**src/rtl/core/bf3_pkg.sv**
```systemverilog
package bf3_pkg;

	// Fixed field widths of the pixel stream and the size registers.
	localparam int PIX_W = 8;
	localparam int CFG_W = 11;
	localparam int CFG_IDX_W = 1;

	// Sum of nine pixels plus the rounding term fits in 12 bits (max 2299).
	localparam int SUM_W = 12;

	// Defaults for the largest supported frame.
	localparam int DEF_MAX_WIDTH = 1024;
	localparam int DEF_MAX_HEIGHT = 1024;

	// Reset value of both size registers.
	localparam logic [CFG_W-1:0] CFG_SIZE_RST = 11'd512;

	// Register indexes on the configuration port.
	localparam logic [CFG_IDX_W-1:0] REG_FRAME_WIDTH = 1'b0;
	localparam logic [CFG_IDX_W-1:0] REG_FRAME_HEIGHT = 1'b1;

	// Reciprocal of nine in 16 fractional bits, rounded up. For sums below
	// 2300 the error stays under 1/100 and the floor is exact.
	localparam logic [12:0] RECIP9 = 13'd7282;

	// Rounded mean of nine pixels: (sum + 4) / 9.
	function automatic logic [PIX_W-1:0] div9_round(input logic [SUM_W-1:0] sum);
		logic [SUM_W-1:0] biased;
		logic [SUM_W+13-1:0] prod;
		begin
			biased = sum + SUM_W'(4);
			prod = (SUM_W+13)'(biased) * (SUM_W+13)'(RECIP9);
			div9_round = prod[16 +: PIX_W];
		end
	endfunction

endpackage

```
**src/rtl/core/bf3_window.sv**
```systemverilog
module bf3_window
	import bf3_pkg::*;
(
	input  logic             clk,
	input  logic             arst_n,
	input  logic             shift,
	input  logic [PIX_W-1:0] top,
	input  logic [PIX_W-1:0] mid,
	input  logic [PIX_W-1:0] bot,
	output logic [SUM_W-1:0] sum_next,
	output logic [PIX_W-1:0] center_next
);

	// Three columns of top, middle, bottom; the newest column sits at 6..8.
	logic [PIX_W-1:0] win_q [9];
	logic [SUM_W-1:0] col1_sum;
	logic [SUM_W-1:0] col2_sum;
	logic [SUM_W-1:0] col3_sum;

	always_ff @(posedge clk or negedge arst_n) begin
		if (!arst_n) begin
			for (int i = 0; i < 9; i++) begin
				win_q[i] <= '0;
			end
		end else if (shift) begin
			for (int i = 0; i < 6; i++) begin
				win_q[i] <= win_q[i+3];
			end
			win_q[6] <= top;
			win_q[7] <= mid;
			win_q[8] <= bot;
		end
	end

	// Sum over the window as it stands after the shift.
	assign col1_sum = SUM_W'(win_q[3]) + SUM_W'(win_q[4]) + SUM_W'(win_q[5]);
	assign col2_sum = SUM_W'(win_q[6]) + SUM_W'(win_q[7]) + SUM_W'(win_q[8]);
	assign col3_sum = SUM_W'(top) + SUM_W'(mid) + SUM_W'(bot);
	assign sum_next = col1_sum + col2_sum + col3_sum;
	assign center_next = win_q[7];

endmodule

```
**config.mk**
```make
export PLATFORM = sky130hd
export DESIGN_NAME = bf3_window
export DESIGN_NICKNAME = d
export VERILOG_FILES = /design/src/rtl/core/bf3_pkg.sv /design/src/rtl/core/bf3_window.sv
export SDC_FILE = /design/constraint.sdc
export NUM_CORES = 1
export LEC_CHECK = 0
export ABC_AREA = 1
export BUFFER_PORTS_ARGS = -buffer_cell sky130_fd_sc_hd__buf_2
export CAP_MARGIN = 0
export CORE_UTILIZATION = 43
export DETAILED_ROUTE_END_ITERATION = 12
export PLACE_DENSITY_LB_ADDON = 0.15
export SYNTH_ARGS = -nofsm -noshare
export SYNTH_HDL_FRONTEND = slang
export SYNTH_SLANG_ARGS = --single-unit
export TNS_END_PERCENT = 20
```
**constraint.sdc**
```tcl
create_clock -name clk -period 4.3 [get_ports clk]
set_input_delay 0.215 -clock clk [delete_from_list [all_inputs] [get_ports clk]]
set_output_delay 0.215 -clock clk [all_outputs]
set_load 0.005 [all_outputs]
```
# Word-level counts from Yosys, hierarchy flattened
# Cells that the tools add are included.
op_classes:
  addsub: 8
  multipliers: 0
  n_div: 0
  magnitude_cmp: 0
  eq_ne: 0
  shifts: 0
  n_mux: 0
  bitwise: 0
  n_reduce_logical: 0
ops:
  columns: ["operator", "count"]
  rows:
  - ["$add A9 B8 Y10", 3]
  - ["$add A8 B8 Y9", 3]
  - ["$add A11 B10 Y12", 1]
  - ["$add A10 B10 Y11", 1]
word_totals:
  regBits: 48
  latchBits: 0
  mem_bits_rw: 0
  rom_bits: 0
  input_bits: 27
  output_inout_bits: 20
  wordCells: 14
  mem_count: 0

# Longest topological paths before layout
# Gate-level depths: netlist (run 1).
logic_depth:
  depth_word: 4
  mapped_depth: 22
  depth_no_buf: 22

# Worst setup path before layout (run 1)
# OpenSTA, ideal clock, no wires.
synth_timing:
  path_kind: "flip-flop to output port"
  from: "register win_q, in the netlist center_next[6]"
  to: "output sum_next[10]"
  t_arrival_ns: 3.766
  t_required_ns: 4.085
  setup_slack_ns: 0.319
  stages_incl_launch_ff: 21
  path_buffers: 0
  path_cell_list: "dfrtp_1 > inv_1 > fa_1 > inv_1 > fa_1 > inv_1 > fa_1 > inv_1 > ha_1 > a21o_1 > a21oi_1 > nand2_1 > nand2_1 > nand2_1 > ha_1 > nand2_1 > nor2_1 > nand3_1 > nand3_1 > nand2_1 > nand2_1"
synth_via:
  elab_chain_len: 4
synth_rtl:
  columns: ["element", "line", "source"]
  rows:
  - ["from (decl)", "bf3_window.sv:15", "logic [PIX_W-1:0] win_q [9];"]
  - ["from (signal, indexed assignment)", "bf3_window.sv:27", "win_q[i] <= win_q[i+3];"]
  - ["$add A8 B8 Y9", "bf3_window.sv:37", "assign col2_sum = SUM_W'(win_q[6]) + SUM_W'(win_q[7]) + SUM_W'(win_q[8]);"]
  - ["$add A9 B8 Y10", "bf3_window.sv:37", null]
  - ["$add A10 B10 Y11", "bf3_window.sv:39", "assign sum_next = col1_sum + col2_sum + col3_sum;"]
  - ["$add A11 B10 Y12", "bf3_window.sv:39", null]
  - ["to (decl)", "bf3_window.sv:10", "output logic [SUM_W-1:0] sum_next,"]
# Every way passes these cells.

# Worst setup path after layout (run 1)
layout_timing:
  from: "register win_q[18] (netlist name)"
  to: "output sum_next[11]"
# Same word-level chain as after synthesis.

==> results of run 1 <==
## kinds of logic after synthesis
| logic type | share of synthesized area (%) |
|---|---|
| compound gates | 8.65 |
| buf+inv | 14.7 |
| flops | 29.1 |
| fa+ha+maj | 28.0 |
| simple gates | 16.8 |
| xor+xnor | 2.76 |
## state kept, by name, summed over array words and instances, names as in the netlist
signal / count
win_q: 40
center_next: 8
## cell usage after synthesis
library cell	number
a21boi_0	1
buf_2	2
nand2_1	111
o21a_1	1
a21o_1	1
a21oi_2	2
dfrtp_1	48
inv_1	131
xor2_1	10
nor2_2	1
o21ai_0	40
fa_1	42
nand3_1	22
nand2_2	2
nor3_1	1
or2_1	1
o21ai_2	1
nand4_1	9
nor2_1	18
a21oi_1	20
nand3_2	1
o21bai_1	1
clkbuf_1	4
ha_1	25
buf_4	12
xnor2_1	3
## worst paths after layout
path / from / endpoint
max: win_q[18]$_DFFE_PN0P_ / sum_next[11]
max reg2reg: center_next[6]$_DFFE_PN0P_ / win_q[38]$_DFFE_PN0P_
min reg2reg: win_q[6]$_DFFE_PN0P_ / win_q[30]$_DFFE_PN0P_
min: arst_n / win_q[24]$_DFFE_PN0P_
min in group clk: top[7] / win_q[23]$_DFFE_PN0P_
max in group asynchronous: arst_n / center_next[6]$_DFFE_PN0P_
## area by class of cell
class	count	area share, %
Tap cell	129	3.26
Multi-Input combinational cell	313	52.3
Clock buffer	5	1.39
Clock inverter	2	1.21
Inverter	131	9.93
Timing Repair Buffer	66	7.68
Sequential cell	48	24.3
## metrics by stage
stage               util (%)  TNS (ns)  hold slack (ns)
floorplan                  -         0          -0.0806
global placement        47.8  -0.00228            0.442
detailed placement      47.8   -0.0610            0.444
CTS                     51.2    -0.600            0.126
global route            53.3     -1.45            0.139
finish                  53.3    -0.188           0.0941
## worst register-to-register path: stages, from the launching register on
cell and delay, ns:
dfrtp_1 0.40, buf_4 0.14, buf_4 0.12, nand2_1 0.05, o21ai_0 0.10
## metal layers
layer	vias up	share of wire, %
met4	0	1.0
met5	-	0
met3	8	2.8
li1	1628	-
met1	1511	47
met2	53	49
## repair_timing
action / 4_1_cts / 5_1_grt
gates cloned: 0 / 0
hold endpoints to repair: 0 / 0
buffers inserted: 6 / 9
pin swaps: 23 / 46
resized for setup: 32 / 43
endpoints found under the setup margin: 7 / 8
==> impl_metrics.json, run 1 <==
{
  "crit_chain": "inv_2, fa_1, inv_1, fa_1, fa_1, ha_2, inv_2, fa_2, inv_2, nand3_2, nand2_2, xor2_1, ha_1, nand2_2, inv_2, a21oi_2, nand2_2, nand2_1, a21oi_2, buf_2",
  "post-route-period-util_pct": 101,
  "synth_cell_type_count": 26,
  "finalHoldViolCount": 0,
  "vias": 3200,
  "drt-total-wl_mm": 8.03,
  "cp_max_fo": 4,
  "fp-row-count": 35,
  "yosys_warnings": 0,
  "period_needed_ns": 4.36,
  "grt_util_met1_pct": 22.8,
  "drive_above_1_share_pct": 25.7,
  "clockRootBuffer": "clkbuf_8",
  "fillers": 898,
  "drv_cap": 0,
  "hold_buffers": 0,
  "ys_seq_area_share_pct": 29.1,
  "arrival_ns": 4.14,
  "fin_area_mm2": 0.00495,
  "ant_nets": 0,
  "area_growth_syn_to_layout_pct": 20.1,
  "startpoint_type": "register",
  "vias_per_cell": 4.61,
  "grtUsageTotal_pct": 17.9,
  "max_stage_delay_ns": 0.52,
  "multi_input_area_mm2": 0.00259,
  "ys_ff_latch": 48,
  "dpl-instance-area_mm2": 0.00444,
  "diodes": 0,
  "grt_pass1_vias": 3244,
  "crit_family": "adder cells",
  "clk_pin_slew_ns": 0.09,
  "slew_viol_final": 0,
  "gp_congestion": 0.818,
  "grtUsageMet2_pct": 32.5,
  "cts_tree": "yes",
  "critical_path_class": "reg -> out",
  "endpoint_kind": "output pin",
  "die_h_um": 99.9,
  "die_area_mm2": 0.00998,
  "clock_path_buffers": 2,
  "worst_pin_slew_ns": 1.07,
  "cts.sinks": 48,
  "portBuffers": 46,
  "cp.depth": 20,
  "crit_slowest_cell": "fa_1",
  "cts_buffers": 5,
  "overflow": 0,
  "antenna_found_initial": 0,
  "ff_latch_area_mm2": 0.00120,
  "synthCells": 510,
  "max_freq_ghz": 0.230,
  "yosysTopAreaCell": "dfrtp_1",
  "netlist.area_leader.share_pct": 29.1,
  "status": "finished, violations left",
  "first_pass_iters": 4,
  "synth_area_leaders": "dfrtp_1 (29%), fa_1 (20%), inv_1 (12%)",
  "grt_max_degree": 97,
  "setup_viol": 5,
  "syn_area_mm2": 0.00412,
  "syn-num-nets": 604,
  "hpwl_mm": 6.25,
  "wl_per_cell_um": 11.6,
  "grt_pass1_wl_mm": 14.3,
  "cp_common_cell": "inv_2",
  "insertion_delay_ns": 0.30,
  "final_cell_mix": "inv_1 (108), nand2_1 (99), dfrtp_1 (48)",
  "syn_area_per_cell_um2": 8.08,
  "violations": "negative setup slack",
  "finClkSkew_ns": 0.00691,
  "required_ns": 4.09,
  "crit_buf_inv": 6,
  "ioPinCount": 47,
  "dp.cells": 672,
  "core-area_mm2": 0.00928,
  "grt-busiest-layer": "met2",
  "drc": 0,
  "die_w_um": 99.9,
  "fin_cells": 694,
  "drt_iter0_drc": 124,
  "grt_use_met3_pct": 2.37,
  "relSlewSlack_pct": 28.5,
  "grt_setup_unrepaired": "yes",
  "worstRegToRegCells": 4,
  "initial_utilization_pct": 44.4,
  "htreeDepth": 2,
  "pre_cts_ws_ns": -0.0271,
  "r2r_setup_slack_ns": 3.34,
  "nets": 659,
  "timing.final.ws_setup_ns": -0.0554,
  "holdCritPathClass": "in -> async",
  "final_common_cell": "inv_1"
}
Power of run 1 is left out: the tool's default activity adds up to more than one toggle a clock period on the data nets, which glitch-free logic cannot reach.
==> run 2, diff against run 1 <==
- CORE_MARGIN: default -> 10
==> run 2 against run 1 <==
Compared with the run above: the run still ends with negative setup slack left; cell count up 0.72%; via count up 1.5%; worst setup slack better by 0.0015 ns; clock skew down 0.0038 ns; critical path depth unchanged; sequential cell count unchanged; count of clock-buffer cells in the layout unchanged; register-to-register slack better by 0.13 ns; hold slack better by 0.0032 ns; sequential share of layout area down 0.35 points; utilization up 0.78 points; routed wire length up 8.7%.
==> impl_metrics.json, run 2 (synthesis gave the netlist of run 1 again) <==
{
  "worstReg2RegEnd": "win_q[35]$_DFFE_PN0P_",
  "relSlewSlack_pct": 28.5,
  "arrival_ns": 4.14,
  "drt-total-wl_mm": 8.72,
  "required_ns": 4.09,
  "ioPinCount": 47,
  "gp_congestion": 0.828,
  "diodes": 0,
  "status": "finished, violations left",
  "fin_util_pct": 54.1,
  "post-route-period-util_pct": 101,
  "clock_path_buffers": 2,
  "die_h_um": 118,
  "cts_tree": "yes",
  "worst_pin_slew_ns": 1.07,
  "finClkSkew_ns": 0.00313,
  "grt_pass1_vias": 3308,
  "timing.final.ws_setup_ns": -0.0539,
  "largest_reg_flops": 40,
  "nets": 664,
  "setup_tns_ns": -0.149,
  "antenna_found_initial": 0,
  "worstRegToRegCells": 3,
  "insertion_delay_ns": 0.30,
  "endpoint_kind": "output pin",
  "cts.sinks": 48,
  "slew_viol_final": 0,
  "reg2reg_from": "center_next[3]$_DFFE_PN0P_",
  "cp-endpoint": "sum_next[9]",
  "startpoint_type": "register",
  "holdCritPathClass": "in -> async",
  "period_needed_ns": 4.35,
  "overflow": 0,
  "final_cell_mix": "inv_1 (104), nand2_1 (94), dfrtp_1 (48)",
  "r2r_setup_slack_ns": 3.47,
  "grt_setup_unrepaired": "yes",
  "die_area_mm2": 0.0139,
  "setup_viol": 5,
  "finalHoldViolCount": 0,
  "clockRootBuffer": "clkbuf_8",
  "vias": 3247,
  "wl_per_cell_um": 12.5,
  "core-area_mm2": 0.00928,
  "first_pass_iters": 4,
  "fp-row-count": 35,
  "ant_nets": 0,
  "drt_iter0_drc": 175,
  "vias_per_cell": 4.65,
  "die_w_um": 118,
  "crit_start": "center_next[5]$_DFFE_PN0P_",
  "cp_max_fo": 5,
  "drc": 0,
  "grt_max_degree": 97,
  "portBuffers": 46,
  "grt_pass1_wl_mm": 15.2,
  "drive_above_1_share_pct": 27.9,
  "clk_pin_slew_ns": 0.09,
  "initial_utilization_pct": 44.4,
  "fillers": 901,
  "pre_cts_ws_ns": -0.0848,
  "cts_buffers": 5,
  "grtUsageTotal_pct": 12.6,
  "hpwl_mm": 6.66,
  "critical_path_class": "reg -> out",
  "htreeDepth": 2,
  "area_growth_syn_to_layout_pct": 21.9,
  "final_common_cell": "inv_1",
  "violations": "negative setup slack",
  "regMostFlops": "win_q",
  "max_freq_ghz": 0.230,
  "drv_cap": 0
}
## run 2: cell count changes in the layout (fill, tap and decap cells not counted), sizes merged
cell  before  now
buf       66   71
## run 2: metrics by stage
stage          instance area, um2  std cells  hold slack, ns
2_1_floorplan                4120        510         -0.0806
4_1_cts                      4810        692           0.135
3_3_place_gp                 4440        672           0.444
3_5_place_dp                 4440        672           0.449
5_1_grt                      5020        699           0.144
6_report                     5020        699          0.0973
## run 2: how the worst min path moves through the flow
stage                     startpoint                          to  depth (start not counted)
after global routing          top[7]       win_q[23]$_DFFE_PN0P_                          3
after floorplan               arst_n  center_next[0]$_DFFE_PN0P_                          0
final                         arst_n       win_q[24]$_DFFE_PN0P_                          1
after global placement        mid[7]  center_next[7]$_DFFE_PN0P_                          3
after detailed placement      mid[7]  center_next[7]$_DFFE_PN0P_                          3
after CTS                     mid[7]  center_next[7]$_DFFE_PN0P_                          3
## run 2: cell type report
| class | count | area, um2 | share of cell area (%) |
|---|---|---|---|
| flip-flops and latches | 48 | 1200 | 23.9 |
| repair buffers | 71 | 418 | 8.32 |
| clock inverters | 2 | 60.1 | 1.20 |
| clock buffers | 5 | 68.8 | 1.37 |
| well taps | 129 | 161 | 3.21 |
| inverters | 131 | 492 | 9.79 |
| multi-input cells | 313 | 2620 | 52.2 |
## run 2: metal layers
layer / vias to the layer above / routed length [um] / track usage (%) / part of all wire [%]
met5: - / 0 / 0 / 0
met4: 0 / 60 / 1.62 / 0.69
met3: 6 / 308 / 2.49 / 3.5
met2: 52 / 4280 / 22.0 / 49
met1: 1545 / 4070 / 15.9 / 47
li1: 1644 / - / - / -
## run 2: timing repair
item	CTS	global route
hold buffers	0	0
setup buffers	13	7
gates cloned	0	0
setup endpoints to repair	7	8
pin swaps	25	36
gates resized for setup	33	53
## run 2: worst max-delay path, stage by stage, from the launching register on
cell and delay [ns]:
dfrtp_1 0.37, inv_2 0.05, fa_1 0.53, inv_1 0.06, fa_1 0.52, inv_1 0.05, fa_1 0.55, inv_2 0.05
ha_4 0.30, a21oi_4 0.06, or2_1 0.23, nand4_1 0.12, nand2_2 0.08, ha_4 0.31, nand2_4 0.07, nor2_4 0.12
nand3_2 0.09, nand3_1 0.09, nand2_1 0.05, nand2_1 0.04, buf_2 0.10
Power of run 2 is left out for the same reason.
==> run 3, diff against run 2 <==
- ABC_AREA: 1 -> default
==> run 3 against run 2 <==
Compared with the run above: the flow finishes with violations (negative hold slack, negative setup slack); sequential share of layout area grew 2.3 points; die area decreased by 5.5%; non-clock buffer count is 12 higher; via count down 15%; clock skew increased by 0.00089 ns; register-to-register slack got worse by 0.09 ns; critical path depth is 1 lower; first-iteration DRC count shrank 43%; largest cell class unchanged; highest routed layer unchanged.
==> impl_metrics.json, run 3 <==
{
  "status": "finished, violations left",
  "violations": "negative hold slack, negative setup slack",
  "post-route-period-util_pct": 111,
  "grt-busiest-layer": "met2",
  "clock_path_buffers": 2,
  "setup_viol": 6,
  "grtUsageMet2_pct": 21.5,
  "yosys_warnings": 0,
  "grt_use_met3_pct": 3.04,
  "vias_per_cell": 4.73,
  "drive_above_1_share_pct": 27.3,
  "cts.sinks": 48,
  "startpoint_type": "register",
  "period_needed_ns": 4.75,
  "htreeDepth": 2,
  "ant_nets": 0,
  "gp_congestion": 0.815,
  "grtUsageTotal_pct": 12.3,
  "r2r_setup_slack_ns": 3.38,
  "worst_pin_slew_ns": 0.825,
  "async_reset_ff_share_pct": 100,
  "yosysMostFrequentCell": "inv_1",
  "timing.final.ws_setup_ns": -0.453,
  "grt_max_degree": 50,
  "final_common_cell": "inv_1",
  "syn-num-nets": 496,
  "syn_area_per_cell_um2": 9.58,
  "die_area_mm2": 0.0131,
  "finalHoldViolCount": 6,
  "endpoint_kind": "output pin",
  "holdCritPathClass": "in -> async",
  "relSlewSlack_pct": 45.0,
  "grt_pass1_wl_mm": 13.3,
  "die_h_um": 115,
  "wl_per_cell_um": 13.2,
  "synth_flop_cell": "dfrtp_1",
  "max_freq_ghz": 0.210,
  "area_growth_syn_to_layout_pct": 19.2,
  "cts_buffers": 5,
  "worstRegToRegCells": 2,
  "final_cell_mix": "inv_1 (84), dfrtp_1 (48), buf_2 (46)",
  "ys_seq_area_share_pct": 31.2,
  "critical_path_class": "reg -> out",
  "core-area_mm2": 0.00872,
  "required_ns": 4.09,
  "diodes": 0,
  "arrival_ns": 4.54,
  "drt-total-wl_mm": 7.72,
  "regMostFlops": "win_q",
  "synth_common_cells": "inv_1 (92), dfrtp_1 (48), o21ai_0 (48)",
  "drt_iter0_drc": 100,
  "cp_max_fo": 2,
  "clockRootBuffer": "clkbuf_8",
  "netlist.area_leader.share_pct": 31.2,
  "clk_pin_slew_ns": 0.09,
  "fin_cells": 584,
  "ys_ff_latch": 48,
  "synth-edff-count": 0,
  "syn_area_mm2": 0.00385,
  "initial_utilization_pct": 44.2,
  "fp-row-count": 34,
  "largest_reg_flops": 40,
  "die_w_um": 115,
  "slew_viol_final": 0,
  "antenna_found_initial": 0,
  "grt_setup_unrepaired": "yes",
  "yosysTopAreaCell": "dfrtp_1",
  "vias": 2760,
  "portBuffers": 46,
  "hpwl_mm": 6.40,
  "synthCells": 402,
  "insertion_delay_ns": 0.30,
  "nets": 569,
  "cts_tree": "yes",
  "dp.cells": 572,
  "synth_area_leaders": "dfrtp_1 (31%), fa_1 (22%), inv_1 (9.0%)",
  "drc": 0,
  "synth_cell_type_count": 33,
  "grt_pass1_vias": 2902,
  "grt_util_met1_pct": 14.8,
  "ioPinCount": 47,
  "overflow": 0,
  "hold_slack_ns": -0.0107,
  "first_pass_iters": 4,
  "finClkSkew_ns": 0.00402,
  "drv_cap": 0,
  "setup_tns_ns": -2.21
}
==> run 3: path summary, 6_finish.rpt <==
kind                                       startpoint                    endpoint
min in group clk                               bot[1]        win_q[1]$_DFFE_PN0P_
min reg2reg                      win_q[4]$_DFFE_PN0P_       win_q[28]$_DFFE_PN0P_
min                                            arst_n        win_q[1]$_DFFE_PN0P_
max reg2reg                center_next[7]$_DFFE_PN0P_       win_q[39]$_DFFE_PN0P_
max in group asynchronous                      arst_n  center_next[2]$_DFFE_PN0P_
max                        center_next[3]$_DFFE_PN0P_                sum_next[10]
==> run 3: layer usage <==
layer | part of all wire [%] | up-vias
met2 | 52 | 40
met5 | 0 | -
met4 | 0.57 | 0
met3 | 4.8 | 4
met1 | 42 | 1330
li1 | - | 1386
==> run 3: worst max-delay path, stage by stage, from the launching register on <==
cell,delay (ns)
dfrtp_1,0.37
inv_2,0.05
fa_1,0.52
inv_1,0.05
fa_1,0.54
inv_2,0.04
fa_1,0.46
buf_4,0.16
fa_2,0.41
nor2b_4,0.12
o31a_1,0.14
o21a_1,0.12
nor2_1,0.04
xnor2_1,0.13
ha_1,0.29
nand2_1,0.06
or3_4,0.34
o21ai_2,0.13
xor2_1,0.14
buf_2,0.13
==> run 3: cell families after synthesis <==
group           synth area share, %
compound gates                 13.0
xor+xnor                       3.87
fa+ha+maj                      30.0
buf+inv                        11.4
flops                          31.2
mux                            3.51
simple gates                   7.02
==> run 3: timing repair <==
item	in CTS	in global routing
hold buffers	0	0
setup endpoints to repair	7	8
pin swaps	11	16
buffers inserted	1	3
resized for setup	6	11
==> run 3: metrics by stage <==
step / cell area (um2) / utilization (%) / setup slack [ns]
floorplan: 3880 / - / -0.0267
global route: 4590 / 52.7 / -0.659
detailed placement: 4400 / 50.4 / -0.189
finish: 4590 / 52.7 / -0.453
CTS: 4530 / 51.9 / -0.503
global placement: 4400 / 50.4 / -0.174
==> run 3: cell type report <==
type / count / area [um2]
Multi-Input combinational cell: 245 / 2300
Clock buffer: 6 / 82.6
Tap cell: 108 / 135
Fill cell: 849 / 4130
Sequential cell: 48 / 1200
Inverter: 92 / 345
Clock inverter: 2 / 15.0
Timing Repair Buffer: 83 / 508
Power of run 3 is left out for the same reason.
